===== config.mk =====
export PLATFORM = sky130hd
export DESIGN_NAME = open_address_hash_insert
export DESIGN_NICKNAME = d
export VERILOG_FILES = /design/src/rtl/oahi_pkg.sv /design/src/rtl/open_address_hash_insert.sv /design/src/rtl/oahi_mod_unit.sv
export VERILOG_INCLUDE_DIRS = /design/src /design/src/rtl
export SDC_FILE = /design/constraint.sdc
export NUM_CORES = 1
export LEC_CHECK = 0
export BUFFER_PORTS_ARGS = -buffer_cell sky130_fd_sc_hd__buf_2
export CAP_MARGIN = 20
export CORE_MARGIN = 3
export CORE_UTILIZATION = 30
export DETAILED_ROUTE_END_ITERATION = 8
export SYNTH_ARGS = -nofsm -noshare
export SYNTH_HDL_FRONTEND = slang
export SYNTH_HIERARCHICAL = 1
export SYNTH_SLANG_ARGS = --single-unit

===== constraint.sdc =====
create_clock -name aclk -period 12.25 [get_ports aclk]
set_clock_uncertainty 0.15 [all_clocks]
set_input_delay 2.45 -clock aclk [delete_from_list [all_inputs] [get_ports aclk]]
set_output_delay 2.45 -clock aclk [all_outputs]
set_load 0.05 [all_outputs]

===== src/rtl/assert_macros.svh =====
// Assertion macros for the RTL files that carry checks.
// No dependencies; expects a clock aclk and an active-low reset aresetn in scope.
`ifndef ASSERT_MACROS_SVH
`define ASSERT_MACROS_SVH

// Antecedent implies consequent in the same cycle.
`define ASSERT_IMPL(label, ante, cons, msg) \
    label: assert property (@(posedge aclk) disable iff (!aresetn) (ante) |-> (cons)) \
        else $error(msg);

// Antecedent implies consequent in the next cycle.
`define ASSERT_NEXT(label, ante, cons, msg) \
    label: assert property (@(posedge aclk) disable iff (!aresetn) (ante) |=> (cons)) \
        else $error(msg);

`endif


===== src/rtl/oahi_pkg.sv =====
// Shared types, widths and hash helpers for the open-address hash insert block.
// No dependencies.
`default_nettype none

package oahi_pkg;

    localparam int ID_W     = 24;
    localparam int REC_W    = 32;
    localparam int SIZE_W   = 9;
    localparam int SLOT_W   = 8;
    localparam int DVD_W    = 21;
    localparam int NBITS_W  = 5;
    localparam int CFG_IDX_W = 1;

    localparam logic [CFG_IDX_W-1:0] CFG_TABLE_SIZE = 1'd0;
    localparam logic [CFG_IDX_W-1:0] CFG_HASH_MODE  = 1'd1;

    localparam logic [SIZE_W-1:0] TABLE_SIZE_RESET = 9'd101;
    localparam logic [SIZE_W-1:0] ENTRY_MAX        = 9'd511;
    localparam logic [3:0]        PROBE_STEP_B     = 4'd7;
    localparam logic [7:0]        RECIP10          = 8'd205;
    localparam int                RECIP10_SH       = 11;

    typedef struct packed {
        logic [ID_W-1:0]  id_bcd;
        logic [REC_W-1:0] record_ref;
    } in_beat_t;

    typedef struct packed {
        logic [SLOT_W-1:0] slot;
        logic [SIZE_W-1:0] collisions;
        logic              status;
        logic [SIZE_W-1:0] entries;
    } out_beat_t;

    typedef struct packed {
        logic               start;
        logic [DVD_W-1:0]   dividend;
        logic [NBITS_W-1:0] nbits;
        logic [SIZE_W-1:0]  divisor;
    } mod_req_t;

    typedef struct packed {
        logic              done;
        logic [SIZE_W-1:0] rem;
    } mod_rsp_t;

    // ((10*d0 + d1) << 2) / 10; the shifted value stays below 1000, so no mod 1000.
    function automatic logic [6:0] hash_a_prefix(input logic [ID_W-1:0] id);
        logic [7:0]  pair;
        logic [9:0]  rot;
        logic [17:0] prod;
        pair = {1'b0, id[23:20], 3'b000} + {3'b000, id[23:20], 1'b0} + {4'd0, id[19:16]};
        rot  = {pair, 2'b00};
        prod = {8'd0, rot} * {10'd0, RECIP10};
        hash_a_prefix = prod[RECIP10_SH +: 7];
    endfunction

    function automatic logic [9:0] hash_b_sum(input logic [ID_W-1:0] id);
        logic [8:0] f1;
        logic [8:0] f2;
        f1 = {id[23:20], 5'd0} | {3'd0, id[15:12], 2'd0} | {5'd0, id[3:0]};
        f2 = {id[19:16], 5'd0} | {3'd0, id[11:8], 2'd0}  | {5'd0, id[7:4]};
        hash_b_sum = {1'b0, f1} + {1'b0, f2};
    endfunction

endpackage

`default_nettype wire


===== src/rtl/open_address_hash_insert.sv =====
// Open-address hash insert: top level, sequencer, occupancy and key/record stores.
// Depends on oahi_pkg, oahi_mod_unit and assert_macros.svh.
//
//   channel | ports                      | moves
//   --------+----------------------------+---------------------------------
//   input   | s_valid s_ready s_data     | id_bcd, record_ref
//   result  | m_valid m_ready m_data     | slot, collisions, status, entries
//   config  | cfg_we cfg_index cfg_wdata | table_size, hash_mode
//
// After reset the occupancy store is swept clear, slot by slot, with s_ready low.
// One beat at a time: the hash goes through the bit-serial remainder unit, then
// each probe takes a read state and a check state.
// A finished result sits in the output register; a new beat is taken meanwhile.
`default_nettype none

module open_address_hash_insert #(
    parameter int MAX_SLOTS = 256
) (
    input  wire logic                              aclk,
    input  wire logic                              aresetn,
    input  wire logic                              s_valid,
    output logic                                   s_ready,
    input  wire oahi_pkg::in_beat_t                s_data,
    output logic                                   m_valid,
    input  wire logic                              m_ready,
    output oahi_pkg::out_beat_t                    m_data,
    input  wire logic                              cfg_we,
    input  wire logic [oahi_pkg::CFG_IDX_W-1:0]    cfg_index,
    input  wire logic [oahi_pkg::SIZE_W-1:0]       cfg_wdata
);
    import oahi_pkg::*;

    `include "assert_macros.svh"

    localparam int ADDR_W   = $clog2(MAX_SLOTS);
    localparam int SIZE_CAP = (MAX_SLOTS < 511) ? MAX_SLOTS : 511;
    localparam int DEC_DIGITS = 6;

    typedef enum logic [6:0] {
        ST_CLEAR    = 7'b0000001,
        ST_IDLE     = 7'b0000010,
        ST_DEC      = 7'b0000100,
        ST_MOD      = 7'b0001000,
        ST_PROBE_RD = 7'b0010000,
        ST_PROBE_CK = 7'b0100000,
        ST_DONE     = 7'b1000000
    } state_t;

    typedef enum logic [2:0] {
        OP_STEP_A = 3'd0,
        OP_HA1    = 3'd1,
        OP_HA2    = 3'd2,
        OP_HB1    = 3'd3,
        OP_HB2    = 3'd4,
        OP_STEP_B = 3'd5
    } mod_op_t;

    state_t            state_reg, state_next;
    mod_op_t           op_reg, op_next;
    logic              start_reg, start_next;
    logic [ADDR_W-1:0] clr_reg, clr_next;
    logic [ID_W-1:0]   id_reg, id_next;
    logic [REC_W-1:0]  rec_reg, rec_next;
    logic [ID_W-1:0]   dig_sh_reg, dig_sh_next;
    logic [2:0]        dig_cnt_reg, dig_cnt_next;
    logic [DVD_W-1:0]  dec_reg, dec_next;
    logic [SIZE_W-1:0] size_reg, size_next;
    logic [SIZE_W-1:0] pos_reg, pos_next;
    logic [SIZE_W-1:0] step_reg, step_next;
    logic [SIZE_W-1:0] coll_reg, coll_next;
    logic [SIZE_W-1:0] entry_reg, entry_next;
    out_beat_t         res_reg, res_next;
    logic              m_valid_reg, m_valid_next;
    out_beat_t         m_data_reg, m_data_next;
    logic [SIZE_W-1:0] cfg_size_reg;
    logic              cfg_mode_reg;

    logic              occ_mem [MAX_SLOTS];
    logic [ID_W+REC_W-1:0] kv_mem [MAX_SLOTS];
    logic              occ_q;
    logic              occ_we;
    logic [ADDR_W-1:0] occ_waddr;
    logic              occ_wdata;
    logic              kv_we;

    mod_req_t          mod_req;
    mod_rsp_t          mod_rsp;

    logic [SIZE_W-1:0] size_eff;
    logic [SIZE_W:0]   probe_sum;
    logic [SIZE_W-1:0] probe_pos;
    logic [SIZE_W-1:0] entry_inc;
    logic              out_free;

    oahi_mod_unit u_mod (
        .aclk    (aclk),
        .aresetn (aresetn),
        .mod_req (mod_req),
        .mod_rsp (mod_rsp)
    );

    always_comb begin
        if (cfg_size_reg == '0) begin
            size_eff = SIZE_W'(1);
        end else if (cfg_size_reg > SIZE_W'(SIZE_CAP)) begin
            size_eff = SIZE_W'(SIZE_CAP);
        end else begin
            size_eff = cfg_size_reg;
        end
    end

    assign probe_sum = {1'b0, pos_reg} + {1'b0, step_reg};
    assign probe_pos = (probe_sum >= {1'b0, size_reg})
                     ? SIZE_W'(probe_sum - {1'b0, size_reg}) : probe_sum[SIZE_W-1:0];
    assign entry_inc = (entry_reg == ENTRY_MAX) ? entry_reg : entry_reg + SIZE_W'(1);
    assign out_free  = !m_valid_reg || m_ready;

    // Operand select for the remainder unit
    always_comb begin
        mod_req.start   = start_reg;
        mod_req.divisor = size_reg;
        mod_req.dividend = '0;
        mod_req.nbits    = NBITS_W'(DVD_W);
        case (op_reg)
            OP_STEP_A: begin
                mod_req.dividend = dec_reg;
                mod_req.nbits    = NBITS_W'(DVD_W);
            end
            OP_HA1: begin
                mod_req.dividend = DVD_W'(hash_a_prefix(id_reg));
                mod_req.nbits    = NBITS_W'(7);
            end
            OP_HA2: begin
                mod_req.dividend = DVD_W'({1'b0, pos_reg} + {6'd0, id_reg[23:20]});
                mod_req.nbits    = NBITS_W'(10);
            end
            OP_HB1: begin
                mod_req.dividend = DVD_W'(hash_b_sum(id_reg));
                mod_req.nbits    = NBITS_W'(10);
            end
            OP_HB2: begin
                mod_req.dividend = DVD_W'({1'b0, pos_reg} + {6'd0, PROBE_STEP_B});
                mod_req.nbits    = NBITS_W'(10);
            end
            OP_STEP_B: begin
                mod_req.dividend = DVD_W'(PROBE_STEP_B);
                mod_req.nbits    = NBITS_W'(3);
            end
            default: begin
                mod_req.dividend = '0;
                mod_req.nbits    = NBITS_W'(1);
            end
        endcase
    end

    always_comb begin
        state_next   = state_reg;
        op_next      = op_reg;
        start_next   = 1'b0;
        clr_next     = clr_reg;
        id_next      = id_reg;
        rec_next     = rec_reg;
        dig_sh_next  = dig_sh_reg;
        dig_cnt_next = dig_cnt_reg;
        dec_next     = dec_reg;
        size_next    = size_reg;
        pos_next     = pos_reg;
        step_next    = step_reg;
        coll_next    = coll_reg;
        entry_next   = entry_reg;
        res_next     = res_reg;
        m_valid_next = m_valid_reg && !m_ready;
        m_data_next  = m_data_reg;
        occ_we       = 1'b0;
        occ_waddr    = ADDR_W'(pos_reg);
        occ_wdata    = 1'b1;
        kv_we        = 1'b0;

        unique case (state_reg)
            ST_CLEAR: begin
                occ_we    = 1'b1;
                occ_waddr = clr_reg;
                occ_wdata = 1'b0;
                clr_next  = clr_reg + ADDR_W'(1);
                if (clr_reg == ADDR_W'(MAX_SLOTS - 1)) begin
                    state_next = ST_IDLE;
                end
            end
            ST_IDLE: begin
                if (s_valid) begin
                    id_next      = s_data.id_bcd;
                    rec_next     = s_data.record_ref;
                    dig_sh_next  = s_data.id_bcd;
                    dig_cnt_next = '0;
                    dec_next     = '0;
                    size_next    = size_eff;
                    coll_next    = '0;
                    if (cfg_mode_reg) begin
                        op_next    = OP_HB1;
                        start_next = 1'b1;
                        state_next = ST_MOD;
                    end else begin
                        state_next = ST_DEC;
                    end
                end
            end
            ST_DEC: begin
                // v = 10*v + digit, most significant digit first
                dec_next = DVD_W'({dec_reg, 3'b000}) + DVD_W'({dec_reg, 1'b0})
                         + DVD_W'(dig_sh_reg[ID_W-1 -: 4]);
                dig_sh_next  = {dig_sh_reg[ID_W-5:0], 4'h0};
                dig_cnt_next = dig_cnt_reg + 3'd1;
                if (dig_cnt_reg == 3'(DEC_DIGITS - 1)) begin
                    op_next    = OP_STEP_A;
                    start_next = 1'b1;
                    state_next = ST_MOD;
                end
            end
            ST_MOD: begin
                if (mod_rsp.done) begin
                    case (op_reg)
                        OP_STEP_A: begin
                            step_next  = mod_rsp.rem;
                            op_next    = OP_HA1;
                            start_next = 1'b1;
                        end
                        OP_HA1: begin
                            pos_next   = mod_rsp.rem;
                            op_next    = OP_HA2;
                            start_next = 1'b1;
                        end
                        OP_HA2: begin
                            pos_next   = mod_rsp.rem;
                            state_next = ST_PROBE_RD;
                        end
                        OP_HB1: begin
                            pos_next   = mod_rsp.rem;
                            op_next    = OP_HB2;
                            start_next = 1'b1;
                        end
                        OP_HB2: begin
                            pos_next   = mod_rsp.rem;
                            op_next    = OP_STEP_B;
                            start_next = 1'b1;
                        end
                        OP_STEP_B: begin
                            step_next  = mod_rsp.rem;
                            state_next = ST_PROBE_RD;
                        end
                        default: begin
                            state_next = ST_PROBE_RD;
                        end
                    endcase
                end
            end
            ST_PROBE_RD: begin
                if (coll_reg == size_reg) begin
                    res_next.slot       = '0;
                    res_next.collisions = coll_reg;
                    res_next.status     = 1'b1;
                    res_next.entries    = entry_reg;
                    state_next          = ST_DONE;
                end else begin
                    state_next = ST_PROBE_CK;
                end
            end
            ST_PROBE_CK: begin
                if (!occ_q) begin
                    occ_we              = 1'b1;
                    kv_we               = 1'b1;
                    entry_next          = entry_inc;
                    res_next.slot       = pos_reg[SLOT_W-1:0];
                    res_next.collisions = coll_reg;
                    res_next.status     = 1'b0;
                    res_next.entries    = entry_inc;
                    state_next          = ST_DONE;
                end else begin
                    coll_next  = coll_reg + SIZE_W'(1);
                    pos_next   = probe_pos;
                    state_next = ST_PROBE_RD;
                end
            end
            ST_DONE: begin
                if (out_free) begin
                    m_valid_next = 1'b1;
                    m_data_next  = res_reg;
                    state_next   = ST_IDLE;
                end
            end
            default: begin
                state_next = ST_IDLE;
            end
        endcase
    end

    always_ff @(posedge aclk) begin
        if (!aresetn) begin
            state_reg    <= ST_CLEAR;
            op_reg       <= OP_STEP_A;
            start_reg    <= 1'b0;
            clr_reg      <= '0;
            entry_reg    <= '0;
            m_valid_reg  <= 1'b0;
            cfg_size_reg <= TABLE_SIZE_RESET;
            cfg_mode_reg <= 1'b0;
        end else begin
            state_reg   <= state_next;
            op_reg      <= op_next;
            start_reg   <= start_next;
            clr_reg     <= clr_next;
            entry_reg   <= entry_next;
            m_valid_reg <= m_valid_next;
            if (cfg_we) begin
                unique case (cfg_index)
                    CFG_TABLE_SIZE: cfg_size_reg <= cfg_wdata;
                    CFG_HASH_MODE:  cfg_mode_reg <= cfg_wdata[0];
                endcase
            end
        end
    end

    always_ff @(posedge aclk) begin
        id_reg      <= id_next;
        rec_reg     <= rec_next;
        dig_sh_reg  <= dig_sh_next;
        dig_cnt_reg <= dig_cnt_next;
        dec_reg     <= dec_next;
        size_reg    <= size_next;
        pos_reg     <= pos_next;
        step_reg    <= step_next;
        coll_reg    <= coll_next;
        res_reg     <= res_next;
        m_data_reg  <= m_data_next;
    end

    always_ff @(posedge aclk) begin
        if (occ_we) begin
            occ_mem[occ_waddr] <= occ_wdata;
        end
        occ_q <= occ_mem[ADDR_W'(pos_reg)];
    end

    always_ff @(posedge aclk) begin
        if (kv_we) begin
            kv_mem[ADDR_W'(pos_reg)] <= {id_reg, rec_reg};
        end
    end

    assign s_ready = (state_reg == ST_IDLE);
    assign m_valid = m_valid_reg;
    assign m_data  = m_data_reg;

    `ASSERT_IMPL(a_coll_bound, (state_reg == ST_PROBE_RD || state_reg == ST_PROBE_CK), coll_reg <= size_reg, "collision count above table size")
    `ASSERT_IMPL(a_pos_bound, (state_reg == ST_PROBE_RD || state_reg == ST_PROBE_CK), pos_reg < size_reg, "probe position outside table")
    `ASSERT_IMPL(a_mod_done, mod_rsp.done, state_reg == ST_MOD, "remainder done outside mod state")
    `ASSERT_NEXT(a_done_out, (state_reg == ST_DONE && out_free), m_valid && m_data == $past(res_reg), "result not moved to output")

endmodule

`default_nettype wire


===== src/rtl/oahi_mod_unit.sv =====
// Bit-serial remainder unit: dividend mod divisor, one dividend bit per cycle.
// Depends on oahi_pkg.
`default_nettype none

module oahi_mod_unit (
    input  wire logic              aclk,
    input  wire logic              aresetn,
    input  wire oahi_pkg::mod_req_t mod_req,
    output oahi_pkg::mod_rsp_t      mod_rsp
);
    import oahi_pkg::*;

    logic               busy_reg;
    logic               done_reg;
    logic [NBITS_W-1:0] cnt_reg;
    logic [DVD_W-1:0]   dvd_reg;
    logic [SIZE_W-1:0]  dvs_reg;
    logic [SIZE_W-1:0]  rem_reg;

    logic [NBITS_W-1:0] bit_idx;
    logic [SIZE_W:0]    trial;
    logic [SIZE_W-1:0]  rem_next;

    assign bit_idx = cnt_reg - NBITS_W'(1);
    assign trial   = {rem_reg, dvd_reg[bit_idx]};

    always_comb begin
        if (trial >= {1'b0, dvs_reg}) begin
            rem_next = SIZE_W'(trial - {1'b0, dvs_reg});
        end else begin
            rem_next = trial[SIZE_W-1:0];
        end
    end

    always_ff @(posedge aclk) begin
        if (!aresetn) begin
            busy_reg <= 1'b0;
            done_reg <= 1'b0;
        end else begin
            done_reg <= 1'b0;
            if (mod_req.start) begin
                busy_reg <= 1'b1;
                cnt_reg  <= mod_req.nbits;
                dvd_reg  <= mod_req.dividend;
                dvs_reg  <= mod_req.divisor;
                rem_reg  <= '0;
            end else if (busy_reg) begin
                rem_reg <= rem_next;
                cnt_reg <= bit_idx;
                if (cnt_reg == NBITS_W'(1)) begin
                    busy_reg <= 1'b0;
                    done_reg <= 1'b1;
                end
            end
        end
    end

    assign mod_rsp.done = done_reg;
    assign mod_rsp.rem  = rem_reg;

endmodule

`default_nettype wire


==> impl_metrics.toml <==
[timing]
rsz0062_at_grt = "false"
slew-limit-headroom = 0.260
finalCritPeriodShare = 0.555
hold_ws_ns = 0.269
fmax_mhz = 147
setup_viol_count_final = 0
hold_viol = 0
worst_pin_slew_ns = 1.11
slew_viol_final = 0
fin_crit_ns = 6.79
setup_tns_ns = 0

[global_routing]
grt_pass1_wl_um = 93400
grt_use_total = 0.134
grt_max_degree = 145
grt-ovfl-total = 0
antenna_found_initial = 11
grt_pass1_vias = 16300

[floorplanning]
die_area_mm2 = 0.0885
ios = 100
die_y_um = 298
core_area_mm2 = 0.0840
die_width_um = 298
start_util = 0.304
num_rows = 106

[cells_and_area]
layout.cells.non_filler = 3271
nets = 2312
area_delta_synth_final_pct = 12.7
design_area_mm2 = 0.0287
post-route-util = 0.342
ff_latch_area_mm2 = 0.0147
fillers = 8184
multi_input_area_mm2 = 0.00996
largest_reg_flops = 256
final_layout_size_suffix_gt1_frac = 0.140

[power_and_ir_drop]
p_per_area_mw_per_mm2 = 171
clockPowerShare = 0.324
power_leakage_nw = 10.1
vdd_ir_drop_max_v = 0.000145
power.internal_w = 0.00343
p_comb_frac = 0.235
p_sw_w = 0.00149
swShare = 0.303
p_seq_frac = 0.442

[route]
vias = 16200
antenna_left = 0
drtPass1Iterations = 7
viasPerCell = 4.96
avgRoutedWirePerCell_um = 18.4
met2WireLength_um = 28800
drc = 0
dr.first_iter.drc_count = 1436
wirelength_um = 60200
top_layer_used = "met5"
wl_met3_um = 3990
wirelength_met1_um = 25600

[setup_path]
cp.required_ns = 12.53
rr_worst_depth = 23
critPathMaxStageDelay_ns = 0.67
start_kind = "flip-flop"
cp_top_family = "adder cells"
critical_path_cell_count = 23
setup.worst_path.start = "id_reg[20]"
crit_type = "reg2reg"
worstReg2RegStart = "id_reg[20]"
cp.buffers_inverters = 5
worstPathCellList = "inv_1 > fa_1 > fa_1 > nor2b_1 > o21ai_0 > nand2b_1 > xor2_1 > ha_1 > inv_1 > fa_1 > inv_1 > fa_1 > inv_1 > fa_1 > inv_1 > ha_1 > a2111oi_0 > o21ai_0 > a2111oi_0 > o31ai_1 > a211oi_1 > a31oi_1 > o221ai_1"
worstSetupEndpointType = "flip-flop"
critical_path.slowest_cell = "a2111oi_0"
cp.arrival_ns = 7.08
cp_max_fo = 4

[logic_synthesis]
seq_area_frac_synth = 0.577
netlist.area_leader.share = 0.544
syn-instance-count = 2042
netlist_area_mm2 = 0.0255
synth_nets = 2266
avgSynthCellArea_um2 = 12.5
synth_cell_types = 87
synth_most_common_cell = "edfxtp_1"
synth_common_cells = "edfxtp_1 (462), nor2_1 (355), nand2_1 (178), ha_1 (133), inv_1 (85)"
synth-edff-count = 462
synth_ff_type = "edfxtp_1"
ys_seq_elements = 504
yosys_warnings = 6
synthArstFlopShare = 0
synth_area_leaders = "edfxtp_1 (54%), ha_1 (6.5%), mux4_2 (5.8%), nor2_1 (5.2%), dfxtp_1 (3.3%)"
synth_top_area_cell = "edfxtp_1"

[hold_path]
hold_depth = 0
hold_start = "res_reg[14]"
hp-class = "reg2reg"

[clocking]
cts_hold_buf = 0
cts-htree-levels = 2
numCtsBuffers = 53
clock_sinks = 504
clock_path_buffers = 3
clkLatencyLatePin_ns = 0.62
ctsResizeCount = 0
clkTransAtPathRegs_ns = 0.06
postCtsSetupBuffers = 0
cts_tree = "done"
cts_root_buffer = "clkbuf_16"

[placement]
place_hpwl_um = 39100
place_area_mm2 = 0.0269
dp_cells = 3164
gp_congestion = 0.838
numPortBuffers = 67

[status]
outcome = "finished clean"

[job]
cap_violations = 0
[power by group through the flow]
stage | Sequential, W | Combinational (W) | Clock (W)
2_1_floorplan | 0.00220 | 0.000822 | 0
3_3_place_gp | 0.00221 | 0.00107 | 0
3_5_place_dp | 0.00222 | 0.00112 | 0
4_1_cts | 0.00218 | 0.00113 | 0.00164
5_1_grt | 0.00218 | 0.00131 | 0.00171
6_report | 0.00217 | 0.00116 | 0.00159
[cell families after synthesis]
group	synth area share
adders and majority gates	0.0810
buffers and inverters	0.0329
AOI/OAI and AO/OA	0.0720
xor gates and xnor gates	0.0302
and+or+nand+nor	0.133
DFF	0.577
muxes	0.0739
[placed cells by master, fill, tap and decap left out, types with 7 or more instances in the layout]
| cell | n |
|---|---|
| edfxtp_1 | 462 |
| nor2_1 | 355 |
| nand2_1 | 178 |
| ha_1 | 133 |
| inv_1 | 84 |
| a21oi_1 | 71 |
| buf_2 | 67 |
| mux4_2 | 66 |
| clkbuf_16 | 53 |
| o21ai_0 | 49 |
| xnor2_1 | 45 |
| xor2_1 | 43 |
| dfxtp_1 | 42 |
| and2_1 | 38 |
| nand3_1 | 25 |
| mux2i_1 | 21 |
| fa_1 | 20 |
| nor3_1 | 18 |
| nor2b_1 | 17 |
| a21o_1 | 17 |
| buf_4 | 16 |
| or2_2 | 15 |
| o21a_1 | 14 |
| a211oi_1 | 14 |
| or3_1 | 14 |
| clkinv_2 | 13 |
| nand2b_1 | 12 |
| a31oi_1 | 12 |
| a22oi_1 | 11 |
| nand4_1 | 11 |
| clkbuf_1 | 11 |
| clkinv_1 | 10 |
| and3_1 | 9 |
| nand2_2 | 8 |
| o221ai_1 | 7 |
[layout make-up]
cell class / count / share of cell area
Timing Repair Buffer: 88 / 0.0201
Clock inverter: 36 / 0.0126
Tap cell: 1134 / 0.0494
Inverter: 87 / 0.0115
Antenna cell: 4 / 0.000348
Sequential cell: 504 / 0.512
Multi-Input combinational cell: 1354 / 0.347
Clock buffer: 64 / 0.0476
[metrics by stage]
stage	setup slack [ns]	power, W
3_3_place_gp	5.62	0.00328
6_report	5.46	0.00492
4_1_cts	5.34	0.00495
2_1_floorplan	6.43	0.00302
3_5_place_dp	5.37	0.00334
5_1_grt	4.93	0.00519
[path summary, 6_finish.rpt]
path / to / slack (ns)
setup / recovery: u_mod/dvd_reg[6] / 5.46
hold / removal: m_data[14] / 0.27
setup reg to reg: u_mod/dvd_reg[6] / 5.46
hold reg to reg: m_data[14] / 0.27
[worst register-to-register path, stage by stage, from the launching register on]
cell,delay (ns)
edfxtp_1,0.46
inv_1,0.11
fa_1,0.47
fa_1,0.48
nor2b_1,0.12
o21ai_0,0.08
nand2b_1,0.09
xor2_1,0.37
ha_1,0.24
inv_1,0.07
fa_1,0.54
inv_1,0.06
fa_1,0.50
inv_1,0.06
fa_1,0.52
inv_1,0.04
ha_1,0.22
a2111oi_0,0.30
o21ai_0,0.25
a2111oi_0,0.67
o31ai_1,0.26
a211oi_1,0.27
a31oi_1,0.07
o221ai_1,0.21
[metal layers]
metal,vias up,GRT usage
met5,-,0
met4,10,0.0433
met3,123,0.0288
met2,461,0.225
met1,8079,0.173
li1,7542,-
Note: power is estimated with default switching activity, not from simulation.
